`src/hw/rtl/assert_macros.svh`:
```
// Assertion macros shared by the formatter RTL.
`ifndef ASSERT_MACROS_SVH
`define ASSERT_MACROS_SVH

// Property must hold at every clock edge out of reset.
`define AST_ALWAYS(lbl, prop, msg) \
    lbl: assert property (@(posedge clk) disable iff (!rst_n) prop) \
        else $error(msg);

// Expression must never be true out of reset.
`define AST_NEVER(lbl, expr, msg) \
    lbl: assert property (@(posedge clk) disable iff (!rst_n) !(expr)) \
        else $error(msg);

`endif

```
`src/hw/rtl/iaf_pkg.sv`:
```
// Types, format codes and character constants of the integer-to-ASCII formatter.
package iaf_pkg;

    localparam int VALUE_W        = 32;
    localparam int NUM_DIGITS     = 10;
    localparam int BCD_W          = 4 * NUM_DIGITS;
    localparam int DD_STAGES      = 8;
    localparam int DD_BITS        = VALUE_W / DD_STAGES;
    localparam int MAX_CHARS      = 16;
    localparam int LEN_W          = 5;
    localparam int CHAR_W         = 7;

    localparam logic [3:0] CMD_BIN8   = 4'd0;
    localparam logic [3:0] CMD_BIN16  = 4'd1;
    localparam logic [3:0] CMD_HEX8   = 4'd2;
    localparam logic [3:0] CMD_HEX16  = 4'd3;
    localparam logic [3:0] CMD_HEX32  = 4'd4;
    localparam logic [3:0] CMD_UDEC3  = 4'd5;
    localparam logic [3:0] CMD_UDEC5  = 4'd6;
    localparam logic [3:0] CMD_UDEC10 = 4'd7;
    localparam logic [3:0] CMD_DEC3   = 4'd8;
    localparam logic [3:0] CMD_DEC5   = 4'd9;
    localparam logic [3:0] CMD_DEC10  = 4'd10;

    localparam logic [CHAR_W-1:0] CH_ZERO  = 7'h30;
    localparam logic [CHAR_W-1:0] CH_ALPHA = 7'h37;
    localparam logic [CHAR_W-1:0] CH_SPACE = 7'h20;
    localparam logic [CHAR_W-1:0] CH_MINUS = 7'h2D;
    localparam logic [CHAR_W-1:0] CH_X     = 7'h78;
    localparam logic [CHAR_W-1:0] CH_LOW   = 7'h20;
    localparam logic [CHAR_W-1:0] CH_HIGH  = 7'h78;

    typedef struct packed {
        logic [3:0]         command;
        logic [VALUE_W-1:0] value;
    } item_t;

    typedef struct packed {
        logic [CHAR_W-1:0] char_code;
        logic              last;
    } text_t;

    typedef struct packed {
        logic [3:0]         command;
        logic               neg;
        logic [VALUE_W-1:0] bits;
    } work_t;

    typedef struct packed {
        logic [MAX_CHARS-1:0][CHAR_W-1:0] chars;
        logic [LEN_W-1:0]                 len;
    } line_t;

endpackage

```
`src/hw/rtl/integer_to_ascii_formatter_core.sv`:
```
// Top level of the integer-to-ASCII formatter: decode, BCD pipeline, line build, serializer.
//
// Each request carries a format code and a 32-bit value and yields its ASCII text, one
// character per output request, the final one flagged with last. A request passes a
// decode stage, eight binary-to-BCD stages and a line-build stage before its first character
// is presented; a new request can enter every cycle while the pipeline has room. Sustained
// throughput is set by the single-character output port, which sends one character at a
// time: a number has 8 or 16 characters for binary, 4, 6 or 10 for hex, 3 to 11 for
// decimal. Format codes 11 to 15 are accepted and produce no output.
`include "assert_macros.svh"

module integer_to_ascii_formatter_core (
    input  logic            clk,
    input  logic            rst_n,
    input  logic            item_valid,
    output logic            item_ready,
    input  iaf_pkg::item_t  item,
    output logic            text_valid,
    input  logic            text_ready,
    output iaf_pkg::text_t  text
);

    import iaf_pkg::*;

    logic               s0_valid_reg;
    logic               s0_valid_next;
    work_t              s0_work_reg;
    work_t              s0_work_next;
    logic               fmt_valid_reg;
    logic               fmt_valid_next;
    line_t              fmt_line_reg;
    line_t              fmt_line_next;

    logic [VALUE_W-1:0] mask;
    logic [VALUE_W-1:0] masked;
    logic               sign_bit;
    logic               is_signed;
    logic               cmd_ok;
    work_t              decoded;

    logic               pipe_in_ready;
    logic               pipe_out_valid;
    logic               pipe_out_ready;
    work_t              pipe_out_work;
    logic [BCD_W-1:0]   pipe_out_bcd;
    logic               ser_in_ready;

    logic [CHAR_W-1:0]  dchar [NUM_DIGITS];
    logic               zero_above;
    logic               is_dec;
    logic [3:0]         ndig;
    logic [3:0]         idx;

    function automatic logic [CHAR_W-1:0] hex_char(logic [3:0] nib);
        return (nib < 4'd10) ? (CH_ZERO + {3'b000, nib}) : (CH_ALPHA + {3'b000, nib});
    endfunction

    always_comb
    begin
        case (item.command)
            CMD_BIN8, CMD_HEX8, CMD_UDEC3, CMD_DEC3:     mask = 32'h0000_00FF;
            CMD_BIN16, CMD_HEX16, CMD_UDEC5, CMD_DEC5:   mask = 32'h0000_FFFF;
            default:                                     mask = 32'hFFFF_FFFF;
        endcase
        case (item.command)
            CMD_DEC3:  sign_bit = item.value[7];
            CMD_DEC5:  sign_bit = item.value[15];
            CMD_DEC10: sign_bit = item.value[31];
            default:   sign_bit = 1'b0;
        endcase
        is_signed = (item.command == CMD_DEC3) || (item.command == CMD_DEC5)
                 || (item.command == CMD_DEC10);
        cmd_ok    = (item.command <= CMD_DEC10);
        masked    = item.value & mask;
        decoded.command = item.command;
        decoded.neg     = is_signed && sign_bit;
        decoded.bits    = decoded.neg ? ((~masked + VALUE_W'(1)) & mask) : masked;
    end

    assign item_ready    = !s0_valid_reg || pipe_in_ready;
    assign s0_valid_next = item_ready ? (item_valid && cmd_ok) : s0_valid_reg;
    assign s0_work_next  = item_ready ? decoded : s0_work_reg;

    iaf_bcd_pipe u_bcd (
        .clk       (clk),
        .rst_n     (rst_n),
        .in_valid  (s0_valid_reg),
        .in_ready  (pipe_in_ready),
        .in_work   (s0_work_reg),
        .out_valid (pipe_out_valid),
        .out_ready (pipe_out_ready),
        .out_work  (pipe_out_work),
        .out_bcd   (pipe_out_bcd)
    );

    always_comb
    begin
        zero_above = 1'b1;
        for (int k = NUM_DIGITS - 1; k >= 0; k--) begin
            zero_above = zero_above && (pipe_out_bcd[4*k +: 4] == 4'd0);
            // blank leading zeros, keep the units digit
            if (zero_above && (k != 0))
            begin
                dchar[k] = CH_SPACE;
            end
            else
            begin
                dchar[k] = CH_ZERO + {3'b000, pipe_out_bcd[4*k +: 4]};
            end
        end
    end

    always_comb
    begin
        fmt_line_next.chars = '0;
        fmt_line_next.len   = '0;
        is_dec = 1'b0;
        ndig   = 4'd0;
        idx    = 4'd0;
        case (pipe_out_work.command)
            CMD_BIN8:
            begin
                for (int p = 0; p < 8; p++) begin
                    fmt_line_next.chars[p] = CH_ZERO + CHAR_W'(pipe_out_work.bits[7-p]);
                end
                fmt_line_next.len = LEN_W'(8);
            end
            CMD_BIN16:
            begin
                for (int p = 0; p < 16; p++) begin
                    fmt_line_next.chars[p] = CH_ZERO + CHAR_W'(pipe_out_work.bits[15-p]);
                end
                fmt_line_next.len = LEN_W'(16);
            end
            CMD_HEX8:
            begin
                fmt_line_next.chars[0] = CH_ZERO;
                fmt_line_next.chars[1] = CH_X;
                for (int p = 0; p < 2; p++) begin
                    fmt_line_next.chars[2+p] = hex_char(pipe_out_work.bits[4*(1-p) +: 4]);
                end
                fmt_line_next.len = LEN_W'(4);
            end
            CMD_HEX16:
            begin
                fmt_line_next.chars[0] = CH_ZERO;
                fmt_line_next.chars[1] = CH_X;
                for (int p = 0; p < 4; p++) begin
                    fmt_line_next.chars[2+p] = hex_char(pipe_out_work.bits[4*(3-p) +: 4]);
                end
                fmt_line_next.len = LEN_W'(6);
            end
            CMD_HEX32:
            begin
                fmt_line_next.chars[0] = CH_ZERO;
                fmt_line_next.chars[1] = CH_X;
                for (int p = 0; p < 8; p++) begin
                    fmt_line_next.chars[2+p] = hex_char(pipe_out_work.bits[4*(7-p) +: 4]);
                end
                fmt_line_next.len = LEN_W'(10);
            end
            CMD_UDEC3, CMD_DEC3:
            begin
                is_dec = 1'b1;
                ndig   = 4'd3;
            end
            CMD_UDEC5, CMD_DEC5:
            begin
                is_dec = 1'b1;
                ndig   = 4'd5;
            end
            CMD_UDEC10, CMD_DEC10:
            begin
                is_dec = 1'b1;
                ndig   = 4'd10;
            end
            default:
            begin
                is_dec = 1'b0;
            end
        endcase
        if (is_dec)
        begin
            if (pipe_out_work.neg)
            begin
                fmt_line_next.chars[0] = CH_MINUS;
            end
            for (int p = 0; p < NUM_DIGITS; p++) begin
                if (4'(p) < ndig)
                begin
                    idx = ndig - 4'(p) - 4'd1;
                    if (pipe_out_work.neg)
                    begin
                        fmt_line_next.chars[4'(p + 1)] = dchar[idx];
                    end
                    else
                    begin
                        fmt_line_next.chars[4'(p)] = dchar[idx];
                    end
                end
            end
            fmt_line_next.len = LEN_W'(ndig) + LEN_W'(pipe_out_work.neg);
        end
    end

    assign pipe_out_ready = !fmt_valid_reg || ser_in_ready;
    assign fmt_valid_next = pipe_out_ready ? pipe_out_valid : fmt_valid_reg;

    always_ff @(posedge clk or negedge rst_n)
    begin
        if (!rst_n)
        begin
            s0_valid_reg  <= 1'b0;
            fmt_valid_reg <= 1'b0;
        end
        else
        begin
            s0_valid_reg  <= s0_valid_next;
            fmt_valid_reg <= fmt_valid_next;
        end
    end

    always_ff @(posedge clk)
    begin
        s0_work_reg <= s0_work_next;
        if (pipe_out_ready)
        begin
            fmt_line_reg <= fmt_line_next;
        end
    end

    iaf_serializer u_ser (
        .clk       (clk),
        .rst_n     (rst_n),
        .in_valid  (fmt_valid_reg),
        .in_ready  (ser_in_ready),
        .in_line   (fmt_line_reg),
        .out_valid (text_valid),
        .out_ready (text_ready),
        .out_text  (text)
    );

    `AST_ALWAYS(a_fmt_len, fmt_valid_reg |-> (fmt_line_reg.len != '0 && fmt_line_reg.len <= LEN_W'(MAX_CHARS)), "formatted line has bad length")
    `AST_ALWAYS(a_s0_code, s0_valid_reg |-> s0_work_reg.command <= CMD_DEC10, "unused format code entered the pipeline")
    `AST_ALWAYS(a_s0_neg, (s0_valid_reg && s0_work_reg.neg) |-> s0_work_reg.command >= CMD_DEC3, "negative flag on an unsigned format")
    `AST_ALWAYS(a_fmt_hold, (fmt_valid_reg && !ser_in_ready) |=> fmt_valid_reg && $stable(fmt_line_reg), "stalled line changed")

endmodule

```
`src/hw/rtl/iaf_bcd_pipe.sv`:
```
// Pipelined binary-to-BCD conversion, four shift-and-add-3 steps per stage.
module iaf_bcd_pipe (
    input  logic                        clk,
    input  logic                        rst_n,
    input  logic                        in_valid,
    output logic                        in_ready,
    input  iaf_pkg::work_t              in_work,
    output logic                        out_valid,
    input  logic                        out_ready,
    output iaf_pkg::work_t              out_work,
    output logic [iaf_pkg::BCD_W-1:0]   out_bcd
);

    import iaf_pkg::*;

    logic [DD_STAGES-1:0] valid_reg;
    logic [DD_STAGES-1:0] valid_next;
    logic [DD_STAGES-1:0] stage_ready;
    work_t                work_reg   [DD_STAGES];
    work_t                work_next  [DD_STAGES];
    logic [VALUE_W-1:0]   shift_reg  [DD_STAGES];
    logic [VALUE_W-1:0]   shift_next [DD_STAGES];
    logic [BCD_W-1:0]     bcd_reg    [DD_STAGES];
    logic [BCD_W-1:0]     bcd_next   [DD_STAGES];
    logic [VALUE_W-1:0]   src_shift  [DD_STAGES];
    logic [BCD_W-1:0]     src_bcd    [DD_STAGES];
    logic [DD_STAGES-1:0] src_valid;
    work_t                src_work   [DD_STAGES];

    function automatic logic [BCD_W-1:0] dd_step(logic [BCD_W-1:0] bcd, logic b);
        logic [BCD_W-1:0] adj;
        adj = bcd;
        for (int k = 0; k < NUM_DIGITS; k++) begin
            if (adj[4*k +: 4] >= 4'd5)
            begin
                adj[4*k +: 4] = adj[4*k +: 4] + 4'd3;
            end
        end
        return {adj[BCD_W-2:0], b};
    endfunction

    always_comb
    begin
        src_valid[0] = in_valid;
        src_work[0]  = in_work;
        src_shift[0] = in_work.bits;
        src_bcd[0]   = '0;
        for (int s = 1; s < DD_STAGES; s++) begin
            src_valid[s] = valid_reg[s-1];
            src_work[s]  = work_reg[s-1];
            src_shift[s] = shift_reg[s-1];
            src_bcd[s]   = bcd_reg[s-1];
        end
    end

    always_comb
    begin
        stage_ready[DD_STAGES-1] = !valid_reg[DD_STAGES-1] || out_ready;
        for (int s = DD_STAGES - 2; s >= 0; s--) begin
            stage_ready[s] = !valid_reg[s] || stage_ready[s+1];
        end
    end

    always_comb
    begin
        for (int s = 0; s < DD_STAGES; s++) begin
            shift_next[s] = src_shift[s];
            bcd_next[s]   = src_bcd[s];
            for (int j = 0; j < DD_BITS; j++) begin
                bcd_next[s]   = dd_step(bcd_next[s], shift_next[s][VALUE_W-1]);
                shift_next[s] = {shift_next[s][VALUE_W-2:0], 1'b0};
            end
            work_next[s]  = src_work[s];
            valid_next[s] = stage_ready[s] ? src_valid[s] : valid_reg[s];
        end
    end

    always_ff @(posedge clk or negedge rst_n)
    begin
        if (!rst_n)
        begin
            valid_reg <= '0;
        end
        else
        begin
            valid_reg <= valid_next;
        end
    end

    always_ff @(posedge clk)
    begin
        for (int s = 0; s < DD_STAGES; s++) begin
            if (stage_ready[s])
            begin
                work_reg[s]  <= work_next[s];
                shift_reg[s] <= shift_next[s];
                bcd_reg[s]   <= bcd_next[s];
            end
        end
    end

    assign in_ready  = stage_ready[0];
    assign out_valid = valid_reg[DD_STAGES-1];
    assign out_work  = work_reg[DD_STAGES-1];
    assign out_bcd   = bcd_reg[DD_STAGES-1];

endmodule

```
`src/hw/rtl/iaf_serializer.sv`:
```
// Character serializer: loads one formatted line and sends one character per cycle while out_ready is high.
`include "assert_macros.svh"

module iaf_serializer (
    input  logic            clk,
    input  logic            rst_n,
    input  logic            in_valid,
    output logic            in_ready,
    input  iaf_pkg::line_t  in_line,
    output logic            out_valid,
    input  logic            out_ready,
    output iaf_pkg::text_t  out_text
);

    import iaf_pkg::*;

    logic [LEN_W-1:0]                 count_reg;
    logic [LEN_W-1:0]                 count_next;
    logic [MAX_CHARS-1:0][CHAR_W-1:0] chars_reg;
    logic [MAX_CHARS-1:0][CHAR_W-1:0] chars_next;
    logic                             load;
    logic                             take;

    assign out_valid = (count_reg != '0);
    assign in_ready  = (count_reg == '0) || ((count_reg == LEN_W'(1)) && out_ready);
    assign take      = out_valid && out_ready;
    assign load      = in_valid && in_ready;

    always_comb
    begin
        chars_next = chars_reg;
        count_next = count_reg;
        if (load)
        begin
            chars_next = in_line.chars;
            count_next = in_line.len;
        end
        else if (take)
        begin
            // advance to the next character
            for (int i = 0; i < MAX_CHARS - 1; i++) begin
                chars_next[i] = chars_reg[i+1];
            end
            chars_next[MAX_CHARS-1] = CH_SPACE;
            count_next = count_reg - LEN_W'(1);
        end
    end

    always_ff @(posedge clk or negedge rst_n)
    begin
        if (!rst_n)
        begin
            count_reg <= '0;
        end
        else
        begin
            count_reg <= count_next;
        end
    end

    always_ff @(posedge clk)
    begin
        chars_reg <= chars_next;
    end

    assign out_text.char_code = chars_reg[0];
    assign out_text.last      = (count_reg == LEN_W'(1));

    `AST_ALWAYS(a_load_len, load |=> count_reg == $past(in_line.len), "count differs from loaded length")
    `AST_ALWAYS(a_count_step, (take && !load) |=> count_reg == $past(count_reg) - LEN_W'(1), "count did not step down on a taken character")
    `AST_ALWAYS(a_char_range, out_valid |-> (out_text.char_code >= CH_LOW && out_text.char_code <= CH_HIGH), "character code out of range")
    `AST_NEVER(a_count_max, count_reg > LEN_W'(MAX_CHARS), "count above line capacity")

endmodule
```
`config.mk`:
```
export PLATFORM = sky130hd
export DESIGN_NAME = integer_to_ascii_formatter_core
export DESIGN_NICKNAME = d
export VERILOG_FILES = /design/src/hw/rtl/iaf_pkg.sv /design/src/hw/rtl/integer_to_ascii_formatter_core.sv /design/src/hw/rtl/iaf_bcd_pipe.sv /design/src/hw/rtl/iaf_serializer.sv
export VERILOG_INCLUDE_DIRS = /design/src /design/src/hw/rtl
export SDC_FILE = /design/constraint.sdc
export NUM_CORES = 2
export LEC_CHECK = 0
export ABC_AREA = 1
export ABC_CLOCK_PERIOD_IN_PS = 30100
export BUFFER_PORTS_ARGS = -buffer_cell sky130_fd_sc_hd__buf_2
export CAP_MARGIN = 20
export CORE_ASPECT_RATIO = 1.5
export CORE_UTILIZATION = 60
export DETAILED_ROUTE_END_ITERATION = 8
export GPL_ROUTABILITY_DRIVEN = 1
export PLACE_DENSITY = 0.76
export SLEW_MARGIN = 40
export SYNTH_ARGS = -nofsm -noshare
export SYNTH_HDL_FRONTEND = slang
export SYNTH_SLANG_ARGS = --single-unit
```
`constraint.sdc`:
```
create_clock -name clk -period 30.1 [get_ports clk]
set_input_delay 4.515 -clock clk [delete_from_list [all_inputs] [get_ports clk]]
set_output_delay 4.515 -clock clk [all_outputs]
set_load 0.01 [all_outputs]
```
==> results.yml <==
final_layout:
  fillers: 5783
  n_antenna_cell: 0
  final_core_util_pct: 65.6
  largest_reg_flops: 266
  drive_above_1_share_pct: 7.03
  syn_to_final_growth_pct: 8.05
  final_nets: 5448
  final_area_sq_mm: 0.0461
sta:
  relSlewSlack_pct: 38.4
  fin_setup_tns_ns: 0
  fin_crit_sh_pct: 43.7
  fin_skew_ns: 0.0408
  drv_slew: 0
  min_period_ns: 13.15
  setup_violations: 0
  worst_pin_slew_ns: 0.916
  grt_setup_unrepaired: "no"
  hold_violations: 0
  fmax_mhz: 76.0
  whs_ns: 0.405
setup_path:
  crit_start: "text_ready"
  r2r_start: "u_ser.count_reg[0]$_DFFE_PN0P_"
  startpoint_type: "input port"
  cp-endpoint: "item_ready"
  max_stage_delay_ns: 0.58
  cp-end-kind: "output pin"
  worstReg2RegEnd: "u_bcd.shift_reg[0][1]$_DFFE_PP_"
  path_common_cell: "nor2_2"
  worst_path_dominant_cell_family: "buffers and inverters"
  critical_path_class: "in -> out"
  cp_num_buf_inv: 7
  rrSetupSlack_ns: 24.79
  rr_worst_depth: 19
  worstSetupPathDepth: 19
  critPathMaxFanout: 69
  cp.arrival_ns: 8.64
  critPathSlowestCell: "buf_4"
  crit_chain: "buf_2 > nand2_1 > nand2_1 > nor2_1 > inv_2 > nor2_1 > inv_2 > nor2_2 > nand2_2 > buf_6 > nor2_2 > nand2_2 > buf_4 > nor2_2 > nand2_4 > nor2_2 > nand2_1 > buf_4 > buf_2"
  cp_data_required_time_ns: 25.59
logic_synthesis:
  synthesis.area_sq_mm: 0.0427
  synth-simple-area-share_pct: 27.9
  synth_edf_count: 679
  ys_warn_count: 0
  muxShareOfSynthArea_pct: 0.0733
  synth_compound_area_share_pct: 8.08
  synth_fp_nets: 5387
  synth-xor-area-share_pct: 2.41
  yosysTopAreaCell: "edfxtp_1"
  syn_avg_cell_area_sq_um: 8.26
  yosysUniqueCellTypes: 68
  synth_top_area_share_pct: 47.8
  synth_top_family_by_area: "simple AND/OR/NAND/NOR gates"
  synth_seq_cells: 694
  yosys-top-cells-area: "edfxtp_1 (48%), nand2_1 (15%), inv_1 (6.7%)"
  synthCells: 5169
  synth_flop_cell: "edfxtp_1"
  ys_async_sr_fraction_pct: 2.16
  yosys.area_share.adder_pct: 5.22
  yosysSeqAreaShare_pct: 48.6
route:
  route.detailed.drc: 6
  vias: 33534
  first_iter_violations: 2004
  final_antenna_net_count: 0
  wl_per_cell_microns: 14.9
  vias_per_cell: 5.42
  totalWireLength_microns: 92100
  drtPass1Iterations: 8
clock_tree:
  cts_setup_buffers: 0
  hold_buffers: 0
  htreeDepth: 3
  clk_pin_slew_ns: 0.07
  cts_root_buf: "clkbuf_16"
  cts.sinks: 694
  cts_made_buffers: 67
  cts_buffer_depth: 3
  post_cts_resized: 0
  cts_tree: "done"
  clkLatencyLatePin_ns: 0.64
grt:
  grt_use_total_pct: 25.6
  grt_pass1_vias: 31834
  grt_max_degree: 88
  antenna_found_initial: 0
  grt_pass1_wl_microns: 148000
  grt.overflow.total: 0
placed_design:
  portBuffers: 49
  dpl.hpwl_microns: 70200
  globalplace.congestion: 1.07
  dpl-instance-area_sq_mm: 0.0439
floorplan:
  die_h_microns: 329
  core_area_sq_mm: 0.0703
  io_pins: 50
  die_x_microns: 220
  rows: 119
  die_area_sq_mm: 0.0723
  initial_utilization_pct: 60.8
min_path:
  hp-class: "reg -> reg"
status:
  violations: "DRC"
  status: "complete, but fails checks"
job:
  cap_violations: 0
==> per-layer routing <==
metal	part of all wire (%)	wire length (microns)	GRT usage, %	vias to the layer above
li1	-	-	-	17313
met3	3.5	3220	3.28	256
met4	5.9	5470	14.9	0
met2	54	49700	49.6	667
met1	37	33800	25.7	15298
met5	0	0	0	-
==> worst min-delay path by stage <==
stage	depth (start not counted)	end	startpoint	slack, ns
after floorplan	0	u_bcd.bcd_reg[1][120]$_DFFE_PP_	u_bcd.work_reg[1][74]$_DFFE_PP_	0.40
after global placement	0	u_bcd.work_reg[0][100]$_DFFE_PP_	u_bcd.work_reg[0][63]$_DFFE_PP_	0.40
after detailed placement	0	u_bcd.shift_reg[0][22]$_DFFE_PP_	s0_work_reg[22]$_DFFE_PP_	0.40
after CTS	0	u_bcd.work_reg[0][93]$_DFFE_PP_	u_bcd.work_reg[0][56]$_DFFE_PP_	0.41
after global routing	0	u_bcd.work_reg[0][93]$_DFFE_PP_	u_bcd.work_reg[0][56]$_DFFE_PP_	0.41
final	0	u_bcd.work_reg[0][93]$_DFFE_PP_	u_bcd.work_reg[0][56]$_DFFE_PP_	0.41
==> cell type report <==
| cell class | count | area (sq um) | share of cell area [%] |
|---|---|---|---|
| Tap cell | 907 | 1130 | 2.46 |
| Multi-Input combinational cell | 3623 | 18700 | 40.5 |
| Clock buffer | 82 | 1740 | 3.78 |
| Inverter | 775 | 2920 | 6.32 |
| Sequential cell | 694 | 20800 | 45.0 |
| Clock inverter | 37 | 498 | 1.08 |
| Timing Repair Buffer | 69 | 407 | 0.881 |
==> layout by cell type (no fill, tap or decap), types with 6 or more instances in the layout <==
master / count
a21o_1: 19
dfrtp_1: 15
nand2_1: 1733
buf_4: 17
xor2_1: 82
and3_1: 6
nand3_2: 41
bufinv_16: 7
o22ai_1: 19
o211ai_1: 46
clkbuf_16: 67
or2_2: 14
clkinv_1: 17
inv_2: 14
nand2_2: 88
a31o_2: 8
o21ai_0: 213
a211oi_1: 10
a21oi_1: 120
o21ai_2: 14
o221ai_1: 8
edfxtp_1: 679
clkbuf_1: 14
nor2_1: 196
nand4_1: 127
buf_2: 49
xnor2_1: 21
o21ai_1: 84
ha_1: 178
nand3_1: 469
nor2_2: 6
o21bai_1: 10
nor3_1: 15
and2_1: 17
inv_1: 755
nand3b_1: 12
==> Yosys cell counts, types with 21 or more instances <==
cell	n
ha_1	178
nor2_1	197
nand4_1	127
clkbuf_1	50
nand3_2	41
xor2_1	82
edfxtp_1	679
nand2_1	1736
o211ai_1	46
a21oi_1	120
nand2_2	86
inv_1	760
nand3_1	469
xnor2_1	21
o21ai_1	83
o21ai_0	215
==> kinds of logic after synthesis <==
kind of cell,Yosys count
fa+ha+maj,178
mux,3
compound gates,592
flops,694
simple gates,2740
buf+inv,852
xor+xnor,110
==> through the flow <==
step	setup WS (ns)	instances
global placement	16.53	6068
detailed placement	16.72	6068
finish	16.95	6187
global route	16.51	6187
CTS	16.69	6187
floorplan	12.51	5169
Power is left out: the tool's default activity adds up to more than one toggle a clock period on the data nets, which glitch-free logic cannot reach.
